File: config.mk
export PLATFORM = sky130hd
export DESIGN_NAME = message_slot_table_core
export DESIGN_NICKNAME = d
export VERILOG_FILES = /design/src/mst_pkg.sv /design/src/mst_handle_store.sv /design/src/message_slot_table_core.sv
export SDC_FILE = /design/constraint.sdc
export NUM_CORES = 1
export LEC_CHECK = 0
export ABC_AREA = 1
export BUFFER_PORTS_ARGS = -buffer_cell sky130_fd_sc_hd__buf_2
export CAP_MARGIN = 20
export CORE_ASPECT_RATIO = 1.75
export CORE_MARGIN = 1.5
export CORE_UTILIZATION = 45
export DETAILED_ROUTE_END_ITERATION = 7
export GPL_TIMING_DRIVEN = 0
export PLACE_DENSITY = 0.67
export SLEW_MARGIN = 10
export SYNTH_ARGS = -nofsm -noshare
export SYNTH_HDL_FRONTEND = slang
export SYNTH_HIERARCHICAL = 1
export SYNTH_SLANG_ARGS = --single-unit
File: constraint.sdc
create_clock -name clk -period 3.7 [get_ports clk]
set_clock_uncertainty 0.1 [all_clocks]
set_input_delay 0.37 -clock clk [delete_from_list [all_inputs] [get_ports clk]]
set_output_delay 0.37 -clock clk [all_outputs]
set_load 0.02 [all_outputs]
File: src/mst_pkg.sv
// Package for the message slot table: command codes, sequencer states and
// fixed field widths. No dependencies.
package mst_pkg;

  localparam int CMD_W  = 3;   // command field
  localparam int SLOT_W = 4;   // slot field and slot-valued results
  localparam int TEXT_W = 16;  // handle field on the ports
  localparam int EXT_W  = 32;  // widest stored handle

  typedef enum logic [CMD_W-1:0] {
    CMD_WRITE   = 3'd0,
    CMD_ADD     = 3'd1,
    CMD_DELETE  = 3'd2,
    CMD_DEL_ALL = 3'd3,
    CMD_MARK    = 3'd4,
    CMD_COMPACT = 3'd5,
    CMD_READ    = 3'd6
  } cmd_t;

  typedef enum logic [9:0] {
    S_IDLE  = 10'b0000000001,
    S_EXEC  = 10'b0000000010,
    S_ADD   = 10'b0000000100,
    S_CLR   = 10'b0000001000,
    S_CTEST = 10'b0000010000,
    S_CMOVE = 10'b0000100000,
    S_CZERO = 10'b0001000000,
    S_RWAIT = 10'b0010000000,
    S_SUM   = 10'b0100000000,
    S_DONE  = 10'b1000000000
  } state_t;

endpackage

File: src/mst_handle_store.sv
// Handle storage of the message slot table: one write port, one registered
// read port. No dependencies.
module mst_handle_store #(
  parameter int DEPTH = 8,
  parameter int WIDTH = 16,
  parameter int AW    = 3
) (
  input  logic             clk,
  input  logic             we,
  input  logic [AW-1:0]    waddr,
  input  logic [WIDTH-1:0] wdata,
  input  logic [AW-1:0]    raddr,
  output logic [WIDTH-1:0] rdata
);

  logic [WIDTH-1:0] mem [DEPTH];

  always_ff @(posedge clk) begin
    if (we) begin
      mem[waddr] <= wdata;
    end
    rdata <= mem[raddr];
  end

endmodule

File: src/message_slot_table_core.sv
// Message slot table top level: command sequencer, slot flags, status scan
// and output register. Uses mst_pkg and mst_handle_store.
//
// Usage
//   One command per input transfer (cmd, slot, text_handle, emergency) on the
//   in_valid / in_stall channel; one result per command on out_valid /
//   out_stall. A transfer happens on a rising edge with valid high and stall
//   low. in_stall is high while a command is being worked on.
//   Every command runs through a small sequencer: S_IDLE takes the command,
//   S_EXEC issues it, then comes the command's own walk over the slots
//   (S_ADD, S_CLR, or S_CTEST / S_CMOVE / S_CZERO; read slot waits in S_RWAIT
//   for the registered RAM read), then a status walk (S_SUM) over up to
//   SLOT_COUNT slots, and S_DONE loads the output register.
//   The handle RAM has one write port, so compaction moves each entry by a
//   read, a write to the left slot and a zeroing of the right slot, and
//   delete all writes one slot at a time.
//   Reset is synchronous: all slots empty, unread, non-emergency; no result
//   pending. Handles are not reset; delete and delete all write zero.
//   The output register holds a finished result while out_stall is high; the
//   next command is taken meanwhile and waits at its last cycle until the
//   output register is free.
module message_slot_table_core #(
  parameter int SLOT_COUNT  = 8,
  parameter int HANDLE_BITS = 16
) (
  input  logic                       clk,
  input  logic                       rst,
  input  logic                       in_valid,
  output logic                       in_stall,
  input  logic [mst_pkg::CMD_W-1:0]  cmd,
  input  logic [mst_pkg::SLOT_W-1:0] slot,
  input  logic [mst_pkg::TEXT_W-1:0] text_handle,
  input  logic                       emergency,
  output logic                       out_valid,
  input  logic                       out_stall,
  output logic [mst_pkg::TEXT_W-1:0] entry_handle,
  output logic                       entry_emergency,
  output logic                       entry_empty,
  output logic                       entry_read,
  output logic                       slot_error,
  output logic [mst_pkg::SLOT_W-1:0] written_slot,
  output logic                       any_unread,
  output logic                       emergency_found,
  output logic [mst_pkg::SLOT_W-1:0] emergency_slot
);

  localparam int IDX_W = $clog2(SLOT_COUNT);
  localparam logic [IDX_W-1:0] LAST   = IDX_W'(SLOT_COUNT - 1);
  localparam logic [IDX_W-1:0] PENULT = IDX_W'(SLOT_COUNT - 2);
  localparam logic [mst_pkg::SLOT_W:0] SLOT_LIMIT = (mst_pkg::SLOT_W + 1)'(SLOT_COUNT);

  mst_pkg::state_t state;
  mst_pkg::cmd_t   cmd_q;

  // latched command
  logic [IDX_W-1:0]       s_q;
  logic                   rng_q;
  logic [HANDLE_BITS-1:0] wr_val;
  logic                   emer_q;

  // slot index walker
  logic [IDX_W-1:0] idx;
  logic [IDX_W-1:0] idx_nx;

  // slot flags
  logic [SLOT_COUNT-1:0] emer_f;
  logic [SLOT_COUNT-1:0] empty_f;
  logic [SLOT_COUNT-1:0] read_f;

  // result being built
  logic [mst_pkg::TEXT_W-1:0] r_handle;
  logic                       r_emer, r_empty, r_read, r_err;
  logic [mst_pkg::SLOT_W-1:0] r_written;
  logic                       r_any, r_found;
  logic [mst_pkg::SLOT_W-1:0] r_eslot;

  // handle RAM port
  logic                   mem_we;
  logic [IDX_W-1:0]       mem_waddr;
  logic [HANDLE_BITS-1:0] mem_wdata;
  logic [IDX_W-1:0]       mem_raddr;
  logic [HANDLE_BITS-1:0] mem_rdata;
  logic [mst_pkg::EXT_W-1:0] rd_ext;
  logic [mst_pkg::EXT_W-1:0] wr_ext;

  logic in_xfer;
  logic out_free;

  assign in_stall = (state != mst_pkg::S_IDLE);
  assign in_xfer  = in_valid && !in_stall;
  assign out_free = !out_valid || !out_stall;
  assign idx_nx   = idx + 1'b1;
  assign rd_ext   = mst_pkg::EXT_W'(mem_rdata);

  mst_handle_store #(
    .DEPTH (SLOT_COUNT),
    .WIDTH (HANDLE_BITS),
    .AW    (IDX_W)
  ) u_store (
    .clk   (clk),
    .we    (mem_we),
    .waddr (mem_waddr),
    .wdata (mem_wdata),
    .raddr (mem_raddr),
    .rdata (mem_rdata)
  );

  // RAM control follows the sequencer state
  always_comb begin
    mem_we    = 1'b0;
    mem_waddr = idx;
    mem_wdata = '0;
    mem_raddr = idx_nx;
    case (state)
      mst_pkg::S_EXEC: begin
        if (cmd_q == mst_pkg::CMD_WRITE && rng_q) begin
          mem_we    = 1'b1;
          mem_waddr = s_q;
          mem_wdata = wr_val;
        end else if (cmd_q == mst_pkg::CMD_DELETE && rng_q) begin
          mem_we    = 1'b1;
          mem_waddr = s_q;
        end
        if (cmd_q == mst_pkg::CMD_READ) begin
          mem_raddr = s_q;
        end
      end
      mst_pkg::S_ADD: begin
        if (empty_f[idx] || idx == LAST) begin
          mem_we    = 1'b1;
          mem_wdata = wr_val;
        end
      end
      mst_pkg::S_CLR: begin
        mem_we = 1'b1;
      end
      mst_pkg::S_CMOVE: begin
        mem_we    = 1'b1;
        mem_wdata = mem_rdata;
      end
      mst_pkg::S_CZERO: begin
        mem_we    = 1'b1;
        mem_waddr = idx_nx;
      end
      default: begin
      end
    endcase
  end

  // command payload, no reset needed
  always_ff @(posedge clk) begin
    if (in_xfer) begin
      cmd_q  <= mst_pkg::cmd_t'(cmd);
      s_q    <= slot[IDX_W-1:0];
      rng_q  <= ({1'b0, slot} < SLOT_LIMIT);
      wr_val <= wr_ext[HANDLE_BITS-1:0];
      emer_q <= emergency;
    end
  end

  assign wr_ext = mst_pkg::EXT_W'(text_handle);

  // sequencer, flags and result
  always_ff @(posedge clk) begin
    if (rst) begin
      state     <= mst_pkg::S_IDLE;
      idx       <= '0;
      emer_f    <= '0;
      empty_f   <= '1;
      read_f    <= '0;
      out_valid <= 1'b0;
    end else begin
      // a result handed over in S_DONE sets out_valid below instead
      if (out_valid && !out_stall && state != mst_pkg::S_DONE) begin
        out_valid <= 1'b0;
      end
      case (state)
        mst_pkg::S_IDLE: begin
          if (in_xfer) begin
            r_handle  <= '0;
            r_emer    <= 1'b0;
            r_empty   <= 1'b0;
            r_read    <= 1'b0;
            r_err     <= 1'b0;
            r_written <= '0;
            r_any     <= 1'b0;
            r_found   <= 1'b0;
            r_eslot   <= '0;
            idx       <= '0;
            state     <= mst_pkg::S_EXEC;
          end
        end
        mst_pkg::S_EXEC: begin
          state <= mst_pkg::S_SUM;
          case (cmd_q)
            mst_pkg::CMD_WRITE: begin
              if (rng_q) begin
                emer_f[s_q]  <= emer_q;
                empty_f[s_q] <= 1'b0;
              end else begin
                r_err <= 1'b1;
              end
            end
            mst_pkg::CMD_ADD: state <= mst_pkg::S_ADD;
            mst_pkg::CMD_DELETE: begin
              if (rng_q) begin
                emer_f[s_q]  <= 1'b0;
                empty_f[s_q] <= 1'b1;
                read_f[s_q]  <= 1'b0;
              end else begin
                r_err <= 1'b1;
              end
            end
            mst_pkg::CMD_DEL_ALL: begin
              emer_f  <= '0;
              empty_f <= '1;
              read_f  <= '0;
              state   <= mst_pkg::S_CLR;
            end
            mst_pkg::CMD_MARK: begin
              if (rng_q) begin
                read_f[s_q] <= 1'b1;
              end else begin
                r_err <= 1'b1;
              end
            end
            mst_pkg::CMD_COMPACT: state <= mst_pkg::S_CTEST;
            mst_pkg::CMD_READ: begin
              if (rng_q) begin
                state <= mst_pkg::S_RWAIT;
              end else begin
                r_err <= 1'b1;
              end
            end
            default: begin
            end
          endcase
        end
        mst_pkg::S_ADD: begin
          // first empty slot, or the last slot when the table is full
          if (empty_f[idx] || idx == LAST) begin
            if (!empty_f[idx]) begin
              read_f[idx] <= 1'b0;
            end
            emer_f[idx]  <= emer_q;
            empty_f[idx] <= 1'b0;
            r_written    <= mst_pkg::SLOT_W'(idx);
            idx          <= '0;
            state        <= mst_pkg::S_SUM;
          end else begin
            idx <= idx_nx;
          end
        end
        mst_pkg::S_CLR: begin
          if (idx == LAST) begin
            idx   <= '0;
            state <= mst_pkg::S_SUM;
          end else begin
            idx <= idx_nx;
          end
        end
        mst_pkg::S_CTEST: begin
          if (!empty_f[idx]) begin
            if (idx == PENULT) begin
              idx   <= '0;
              state <= mst_pkg::S_SUM;
            end else begin
              idx <= idx_nx;
            end
          end else if (empty_f[idx_nx]) begin
            // two holes in a row end the pass
            idx   <= '0;
            state <= mst_pkg::S_SUM;
          end else begin
            state <= mst_pkg::S_CMOVE;
          end
        end
        mst_pkg::S_CMOVE: begin
          emer_f[idx]     <= emer_f[idx_nx];
          empty_f[idx]    <= 1'b0;
          read_f[idx]     <= read_f[idx_nx];
          emer_f[idx_nx]  <= 1'b0;
          empty_f[idx_nx] <= 1'b1;
          read_f[idx_nx]  <= 1'b0;
          state           <= mst_pkg::S_CZERO;
        end
        mst_pkg::S_CZERO: begin
          if (idx == PENULT) begin
            idx   <= '0;
            state <= mst_pkg::S_SUM;
          end else begin
            idx   <= idx_nx;
            state <= mst_pkg::S_CTEST;
          end
        end
        mst_pkg::S_RWAIT: begin
          r_handle <= rd_ext[mst_pkg::TEXT_W-1:0];
          r_emer   <= emer_f[s_q];
          r_empty  <= empty_f[s_q];
          r_read   <= read_f[s_q];
          state    <= mst_pkg::S_SUM;
        end
        mst_pkg::S_SUM: begin
          // status walk: stops at the first empty slot or first unread emergency
          if (empty_f[idx]) begin
            state <= mst_pkg::S_DONE;
          end else begin
            if (!read_f[idx]) begin
              r_any <= 1'b1;
            end
            if (!read_f[idx] && emer_f[idx]) begin
              r_found <= 1'b1;
              r_eslot <= mst_pkg::SLOT_W'(idx);
              state   <= mst_pkg::S_DONE;
            end else if (idx == LAST) begin
              state <= mst_pkg::S_DONE;
            end else begin
              idx <= idx_nx;
            end
          end
        end
        mst_pkg::S_DONE: begin
          if (out_free) begin
            out_valid <= 1'b1;
            state     <= mst_pkg::S_IDLE;
          end
        end
        default: state <= mst_pkg::S_IDLE;
      endcase
    end
  end

  // output register, loaded when the result is handed over
  always_ff @(posedge clk) begin
    if (state == mst_pkg::S_DONE && out_free) begin
      entry_handle    <= r_handle;
      entry_emergency <= r_emer;
      entry_empty     <= r_empty;
      entry_read      <= r_read;
      slot_error      <= r_err;
      written_slot    <= r_written;
      any_unread      <= r_any;
      emergency_found <= r_found;
      emergency_slot  <= r_eslot;
    end
  end

endmodule
* Yosys cells after proc, flatten, opt, wreduce, memory -nomap -nowiden *
Memory sizes are Yosys's and may differ from the RTL's. A register that Yosys moved wholly into a read port is not among the register bits.
Cells that the tools add are included.

cells by class
  $lt $le $gt $ge = 7
  divide/modulo/power cells = 0
  reductions and logical operators = 34
  multiply operators = 0
  shifts and indexed selects = 0
  equality and inequality tests = 40
  $add $sub $neg = 1
  bitwise gates (word level) = 14
  muxes and demuxes = 106

operators with widths
  operator                                count
  one-hot mux 8 bit (3 select lines)      6
  one-hot mux 10 bit (10 select lines)    1
  2-to-1 mux 10 bit                       9
  2-to-1 mux 8 bit                        10
  bitwise AND 8 bit                       7
  2-to-1 mux 16 bit                       3
  one-hot mux 16 bit (3 select lines)     1
  2-to-1 mux 3 bit                        13
  one-hot mux 9 bit (4 select lines)      1
  bitwise mux 8 bit                       4
  one-hot mux 16 bit (2 select lines)     1
  binary-select mux 1 bit (select 3 bit)  9
  2-to-1 mux 1 bit                        27
  2-to-1 mux 9 bit                        3
  != test 2 bit (second input constant)   12
  NOT 8 bit                               3
  bitwise OR 8 bit                        3
  AND reduction 5 bit                     4
  one-hot mux 3 bit (6 select lines)      1
  AND reduction 6 bit                     3
  2-to-1 mux 4 bit                        4
  one-hot mux 4 bit (2 select lines)      2
  == test 3 bit (second input constant)   5
  != test 3 bit (second input constant)   5
  other kinds (37)                        65

storage, ports and cells
  logic and storage cells = 232
  memories kept = 1
  output and inout port bits = 32
  bits in latches = 0
  RAM bits = 128
  register bits after elaboration = 122
  input port bits = 28
  ROM bits = 0

memories
  name         words  bits a word  read ports  clocked after memory_dff  wr ports  line                    source
  u_store.mem  8      16           1           1                         1         mst_handle_store.sv:16  logic [WIDTH-1:0] mem [DEPTH];

* Logic depth before layout (Yosys ltp) *
Gate-level depths: netlist of the first run.

  depth after elaboration = 9
  depth in mapped cells = 17

* Hierarchy *
The synthesis of the first run kept the hierarchy.

by module, submodules not included
  module                   instances  area an instance (µm²)  cells each  sequential area each (µm²)
  message_slot_table_core  1          7101.8                  940         3163.0
  mst_handle_store         1          5989.5                  587         4164.0

* Worst setup path before layout of the first run *
OpenSTA, ideal clock, no wires.

  path type = register to register
  start point = register idx[0]
  end point = memory u_store.mem[4][0] (enable)
  setup slack = 0.833 ns
  required time = 3.212 ns
  setup time = 0.388 ns
  period minus slack after synthesis = 2.867 ns
  cell stages (with the launch flop) = 10
  arrival = 2.379 ns
  buffers on the path = 3
  path through = dfxtp_1 -> inv_2 -> buf_6 -> buf_2 -> ha_1 -> clkbuf_1 -> o221ai_1 -> inv_1 -> nand2_1 -> nor2_1

RTL lines
  what                                line                            source
  start, declared                     message_slot_table_core.sv:62   logic [IDX_W-1:0] idx;
  start signal, assigned              message_slot_table_core.sv:251  idx <= idx_nx;
  start signal, assigned              message_slot_table_core.sv:259  idx <= idx_nx;
  start signal, assigned              message_slot_table_core.sv:268  idx <= idx_nx;
  adder 3 x 1 -> 3 bit                message_slot_table_core.sv:92   assign idx_nx = idx + 1'b1;
  one-hot mux 3 bit (2 select lines)  message_slot_table_core.sv:114  case (state)
  net mem_waddr[1]                    message_slot_table_core.sv:79   logic [IDX_W-1:0] mem_waddr;
  end, declared                       mst_handle_store.sv:16

The timed path passes the listed nets, and every way through them passes these cells. The select of a mux whose other input is x is not followed.

* Worst setup path after layout of the first run *
  start point = register idx[0]
  end point = register read_f[0]

between the ends
  word-level cells in the longest chain between the ends = 9

RTL lines
  what                                                                         line                            source
  branches (longest 9 deep; another with less-than comparator 3 x 4 -> 1 bit)  n/a
  end signal, assigned by index                                                message_slot_table_core.sv:281  read_f[idx] <= read_f[idx_nx];
  end, declared                                                                message_slot_table_core.sv:68   logic [SLOT_COUNT-1:0] read_f;

Several ways; the timed one is not identified. The select of a mux whose other input is x is not followed.
A chain may end at the register's enable or synchronous reset.

==> out/metrics.cfg, run 1 <==
[worst_setup_path]
path_max_fanout = 10
criticalPathCategory = register to register
worstReg2RegEnd = read_f[0]
reg2reg_from = idx[0]
worst-r2r-cell-count = 15
crit_slowest_cell = dfxtp_1
cpPeakStageDelay_ns = 0.56
crit_arrival_ns = 3.84
cp_data_required_time_ns = 4.07
path_cells = inv_2 > buf_6 > buf_2 > ha_1 > clkbuf_2 > nand3_1 > o22ai_1 > nor2_1 > nand2_1 > inv_1 > nor2_1 > nor2_1 > nand2_1 > nand2_1 > nor2_1
endpoint = read_f[0]
startpoint_type = register
cpMostUsedCell = nor2_1
r2r_slack_ns = 0.23
end_kind = register
startpoint = idx[0]

[route]
totalWireLength_mm = 42.5
vias_per_cell = 5.24
wl_per_cell_um = 20.8
firstDrtPassIters = 5
first_iter_violations = 773
ant_nets = 0
drc_errors = 0
vias = 10700

[power_and_ir_drop]
ir_drop_mv = 0.461
total_power_w = 0.0104
power_density_nw_per_um2 = 687
leakagePower_nw = 6.89

[layout]
diodes = 0
seq_area_sq_um = 7330
layout-drive-gt1-share = 0.131
final_util = 0.531
synthToLayoutAreaGrowth_pct = 16.1
final_common_cell = nand2_1
stdcell_count = 2045
multi_input_area_sq_um = 4430
nFillCells = 2610
layout_common_cells = nand2_1 (401), inv_1 (251), edfxtp_1 (208)
final_nets = 1679

[global_routing]
grt_max_degree = 22
grt_remaining_overflow = 0
grt_pass1_vias = 10800
antenna_found_initial = 0
grt_pass1_wl_mm = 62.4
track_usage = 0.282

[sta]
post-route-period-util = 0.937
tightestPinTransition_ns = 0.907
rsz0062_at_grt = false
hold_viol_final = 0
drv_slew = 0
slew_headroom = 0.395
fmax_mhz = 288
fin_crit_ns = 3.47
setup_viol = 0

[floorplanning]
dieArea_sq_um = 30200
ios = 60
rows = 82
coreArea_sq_um = 28600
dieHeight_um = 229
start_util = 0.457
die-width_um = 132

[synth]
netlist_instances = 1527
postSynthAreaPerCell_sq_um = 8.57
syn-cell-area_sq_um = 13100
synth_cell_types = 42
ys_warn_count = 6
ys_ff_latch = 262
ys_seq_area_frac = 0.560

[placement]
finalWeightedCongestion = 1.05
port_buffers = 57
dp_hpwl_mm = 31.9
dp.cells = 1974

[run]
maxCapViolCount = 0

[clocking]
tritoncts = yes
clk-insertion-delay-late_ns = 0.55
clk_path_buf_depth = 3
cts_made_buffers = 26
ctsHtreeMaxLevel = 1
clk_pin_slew_ns = 0.06
post-cts-setup-buffers = 0
clock-root-buffer = clkbuf_16
cts.sinks = 262

[worst_hold_path]
hold_depth = 3
hold_class = primary input to register

[status]
status = complete, no violations

[worst max-delay path: cells and delay by family, from the launching register on]
family                     cells  cell delay (ns)
DFF                            1             0.56
buffers and inverters          5             0.99
and+or+nand+nor                8             1.06
adders and majority gates      1             0.32
AOI/OAI and AO/OA              1             0.35
[what timing repair did]
item	4_1_cts	5_1_grt
gates resized for setup	0	2
endpoints found under the setup margin	0	5
hold endpoints to repair	24	0
hold buffers	24	0
[final cells by class]
cell class,count,area share
plain buffers,60,0.0255
clock buffers,35,0.0484
clock inverters,12,0.00799
inverters,264,0.0654
multi-input cells,942,0.292
flip-flops and latches,262,0.482
well taps,378,0.0311
repair buffers,92,0.0477
[synthesized netlist by cell type]
| cell | instances | area (sq um) |
|---|---|---|
| nand2_1 | 401 | 1510 |
| inv_1 | 251 | 942 |
| edfxtp_1 | 208 | 6250 |
| nor2_1 | 145 | 544 |
| nand3_1 | 135 | 676 |
| o21ai_0 | 62 | 310 |
| dfxtp_1 | 54 | 1080 |
| a21oi_1 | 43 | 215 |
| o22ai_1 | 35 | 219 |
| buf_2 | 24 | 120 |
| nor3_1 | 22 | 110 |
| o211ai_1 | 21 | 158 |
| nand2_2 | 14 | 87.6 |
| buf_6 | 13 | 146 |
| clkbuf_1 | 13 | 48.8 |
| nand4_1 | 12 | 75.1 |
| buf_4 | 9 | 67.6 |
| inv_2 | 9 | 33.8 |
| nor2_4 | 9 | 101 |
| nand2_4 | 7 | 78.8 |
| nor2_2 | 7 | 43.8 |
| and2_1 | 4 | 25.0 |
| ha_1 | 3 | 37.5 |
| nand3b_1 | 3 | 22.5 |
| o221ai_1 | 3 | 26.3 |
| a31oi_1 | 2 | 12.5 |
| clkinv_1 | 2 | 7.51 |
| o21a_1 | 2 | 15.0 |
| a211oi_1 | 1 | 7.51 |
| a221oi_1 | 1 | 8.76 |
| a22oi_1 | 1 | 7.51 |
| a22oi_4 | 1 | 21.3 |
| buf_1 | 1 | 3.75 |
| clkinv_2 | 1 | 5.00 |
| conb_1 | 1 | 3.75 |
| inv_4 | 1 | 6.26 |
| nand3_2 | 1 | 10.0 |
| nand3_4 | 1 | 17.5 |
| nand4_4 | 1 | 21.3 |
| nor3_2 | 1 | 10.0 |
| o21ai_1 | 1 | 5.00 |
| o31ai_1 | 1 | 7.51 |
[cells by family (layout without fill, tap and decap cells)]
logic type	count (synthesis)	after routing	share of synthesized area
AND/OR/NAND/NOR	763	763	0.254
buffers and inverters	324	463	0.106
flip-flops	262	262	0.560
AO/OA/AOI/OAI	174	174	0.0774
adder cells (fa/ha/maj)	3	3	0.00287
other	1	2	0.000286
[through the flow]
stage | instance area [sq um] | hold WS (ns) | TNS, ns | setup slack, ns
2_1_floorplan | 13100 | 0.300 | 0 | 0.833
3_3_place_gp | 13900 | 0.302 | -65.85 | -0.557
3_5_place_dp | 14100 | 0.305 | 0 | 0.105
4_1_cts | 15200 | 0.00843 | 0 | 0.0756
5_1_grt | 15200 | 0.0228 | 0 | 0.105
6_report | 15200 | 0.0219 | 0 | 0.232
[power by group]
group / switching, W / total, W / internal, W
clock: 0.00113 / 0.00267 / 0.00154
combinational: 0.00273 / 0.00383 / 0.00111
sequential: 0.000225 / 0.00394 / 0.00371
[sequential cells by signal (all words and copies together) (netlist names), 8 cells and up, named ones only]
name,cells
u_store/mem,128
empty_f,8
entry_handle,16
wr_val,16
u_store/rdata,16
read_f,8
r_handle,16
state,10
[how the worst min path moves through the flow]
stage / slack (ns) / to / start
floorplan: 0.30 / any_unread / r_any
global placement: 0.30 / written_slot[2] / r_written[2]
detailed placement: 0.30 / any_unread / r_any
CTS: 0.008 / out_valid / out_stall
global route: 0.02 / state[7] / rst
finish: 0.02 / out_valid / out_stall
[routing by layer]
metal	vias up	part of all wire	GRT usage
li1	5200	-	-
met1	4962	0.33	0.260
met2	403	0.54	0.542
met3	157	0.040	0.0317
met4	0	0.089	0.232
met5	-	0	0
(Power assumes the default switching activity.)
==> run 2, diff against run 1 <==
--- a/config.mk
+++ b/config.mk
@@ -10,10 +10,10 @@
 export CAP_MARGIN = 20
 export CORE_ASPECT_RATIO = 1.75
 export CORE_MARGIN = 1.5
-export CORE_UTILIZATION = 45
+export CORE_UTILIZATION = 35
 export DETAILED_ROUTE_END_ITERATION = 7
 export GPL_TIMING_DRIVEN = 0
-export PLACE_DENSITY = 0.67
+export PLACE_DENSITY = 0.56
 export SLEW_MARGIN = 10
 export SYNTH_ARGS = -nofsm -noshare
 export SYNTH_HDL_FRONTEND = slang
==> out/metrics.cfg, run 2 (synthesis gave the netlist of run 1 again) <==
[layout]
nFillCells = 3649  ; was 2610
synthToLayoutAreaGrowth_pct = 17.5  ; was 16.1%
stdcell_count = 2148  ; was 2045
largest_reg_flops = 128  ; unchanged
final_nets = 1683  ; was 1679
diodes = 0  ; unchanged
layout-drive-gt1-share = 0.132  ; was 0.131
largest_register = u_store/mem  ; unchanged
layout_common_cells = nand2_1 (401), inv_1 (251), edfxtp_1 (208)  ; unchanged
final_common_cell = nand2_1  ; unchanged

[power_and_ir_drop]
ir_drop_mv = 0.388  ; was 0.461 mV
total_power_w = 0.0106  ; was 0.0104 W
leakagePower_nw = 6.92  ; was 6.89 nW
power_density_nw_per_um2 = 688  ; was 687 nW/um^2

[floorplanning]
die-width_um = 149  ; was 132 um
coreArea_sq_um = 36900  ; was 28600 sq um
ios = 60  ; unchanged
rows = 93  ; was 82
dieArea_sq_um = 38600  ; was 30200 sq um
dieHeight_um = 259  ; was 229 um
start_util = 0.355  ; was 0.457

[clocking]
clk_path_buf_depth = 3  ; unchanged
ctsHtreeMaxLevel = 1  ; unchanged
post-cts-setup-buffers = 0  ; unchanged
tritoncts = yes  ; unchanged
cts_made_buffers = 27  ; was 26
cts.sinks = 262  ; unchanged
clk-insertion-delay-late_ns = 0.56  ; was 0.55 ns
clock-root-buffer = clkbuf_16  ; unchanged
clk_pin_slew_ns = 0.07  ; was 0.06 ns

[global_routing]
grt_pass1_vias = 11000  ; was 10800
antenna_found_initial = 0  ; unchanged
grt_pass1_wl_mm = 64.0  ; was 62.4 mm
grt_max_degree = 20  ; was 22
grt_remaining_overflow = 0  ; unchanged
track_usage = 0.226  ; was 0.282

[worst_setup_path]
cp_data_required_time_ns = 4.09  ; was 4.07 ns
crit_arrival_ns = 3.97  ; was 3.84 ns
end_kind = register  ; unchanged
criticalPathCategory = register to register  ; unchanged
startpoint_type = register  ; unchanged
path_max_fanout = 10  ; unchanged

[sta]
setup_ws_ns = 0.122  ; was 0.232 ns
hold_viol_final = 0  ; unchanged
whs_ns = 0.230  ; was 0.0219 ns
tns_ns = 0  ; unchanged
slew_headroom = 0.355  ; was 0.395
fmax_mhz = 280  ; was 288 MHz
tightestPinTransition_ns = 0.968  ; was 0.907 ns
fin_crit_ns = 3.58  ; was 3.47 ns
drv_slew = 0  ; unchanged
post-route-period-util = 0.967  ; was 0.937
rsz0062_at_grt = false  ; unchanged
setup_viol = 0  ; unchanged

[placement]
dp_hpwl_mm = 32.5  ; was 31.9 mm
pre_cts_slack_ns = 0.136  ; was 0.105 ns
finalWeightedCongestion = 1.01  ; was 1.05
port_buffers = 57  ; unchanged
dp.cells = 2071  ; was 1974

[worst_hold_path]
hold_class = primary input to register  ; unchanged

[route]
vias_per_cell = 5.04  ; was 5.24
ant_nets = 0  ; unchanged
vias = 10800  ; was 10700
drc_errors = 0  ; unchanged
totalWireLength_mm = 43.2  ; was 42.5 mm
wl_per_cell_um = 20.1  ; was 20.8 um
first_iter_violations = 704  ; was 773
firstDrtPassIters = 6  ; was 5

[run]
maxCapViolCount = 0  ; unchanged

[status]
status = complete, no violations  ; unchanged

## run 2: area by class of cell
| cell class | instances | area, sq um | share of cell area |
|---|---|---|---|
| sequential | 262 | 7330 | 0.476 |
| clock buffer | 32 | 694 | 0.0451 |
| timing repair buffer | 95 | 742 | 0.0482 |
| clock inverter | 18 | 210 | 0.0137 |
| buffer | 60 | 388 | 0.0252 |
| tap | 475 | 594 | 0.0386 |
| multi-input combinational | 942 | 4430 | 0.288 |
| inverter | 264 | 995 | 0.0647 |
## run 2: path summary, 6_finish.rpt
path | startpoint | endpoint | slack [ns] | cells past startpoint
setup / recovery | idx[0] | read_f[2] | 0.12 | 13
hold / removal | in_valid | state[0] | 0.23 | 4
setup reg to reg | idx[0] | read_f[2] | 0.12 | 13
hold reg to reg | r_empty | entry_empty | 0.32 | 0
## run 2: power breakdown
part	internal [W]	switching [W]
logic	0.00111	0.00273
clock network	0.00163	0.00119
registers	0.00372	0.000219
total	0.00646	0.00413
## run 2: per-stage QoR
| stage | cell area, sq um | utilization |
|---|---|---|
| finish | 15400 | 0.417 |
| global route | 15400 | 0.417 |
| CTS | 15400 | 0.417 |
| detailed placement | 14200 | 0.385 |
| global placement | 14000 | 0.379 |
| floorplan | 13100 | - |
## run 2: worst max-delay path, cell delays in order (launching register included)
cell and delay [ns]:
dfxtp_1 0.57, inv_2 0.13, buf_6 0.17, buf_2 0.24, ha_1 0.34, inv_1 0.15
nand3_1 0.33, inv_1 0.25, nor3_1 0.69, and2_1 0.22, nor2_1 0.06, nand2_1 0.06
nand2_1 0.05, nor2_1 0.11
## run 2: metal layers
layer	up-vias	wire, um	track usage
li1	5219	-	-
met2	348	23500	0.435
met1	5108	14400	0.210
met4	0	3820	0.182
met3	161	1460	0.0239
met5	-	0	0
## run 2: repair_timing
| item | 4_1_cts | 5_1_grt |
|---|---|---|
| hold buffers | 27 | 0 |
| setup endpoints to repair | 0 | 24 |
| endpoints found under the hold margin | 26 | 0 |
| resized for setup | 0 | 2 |
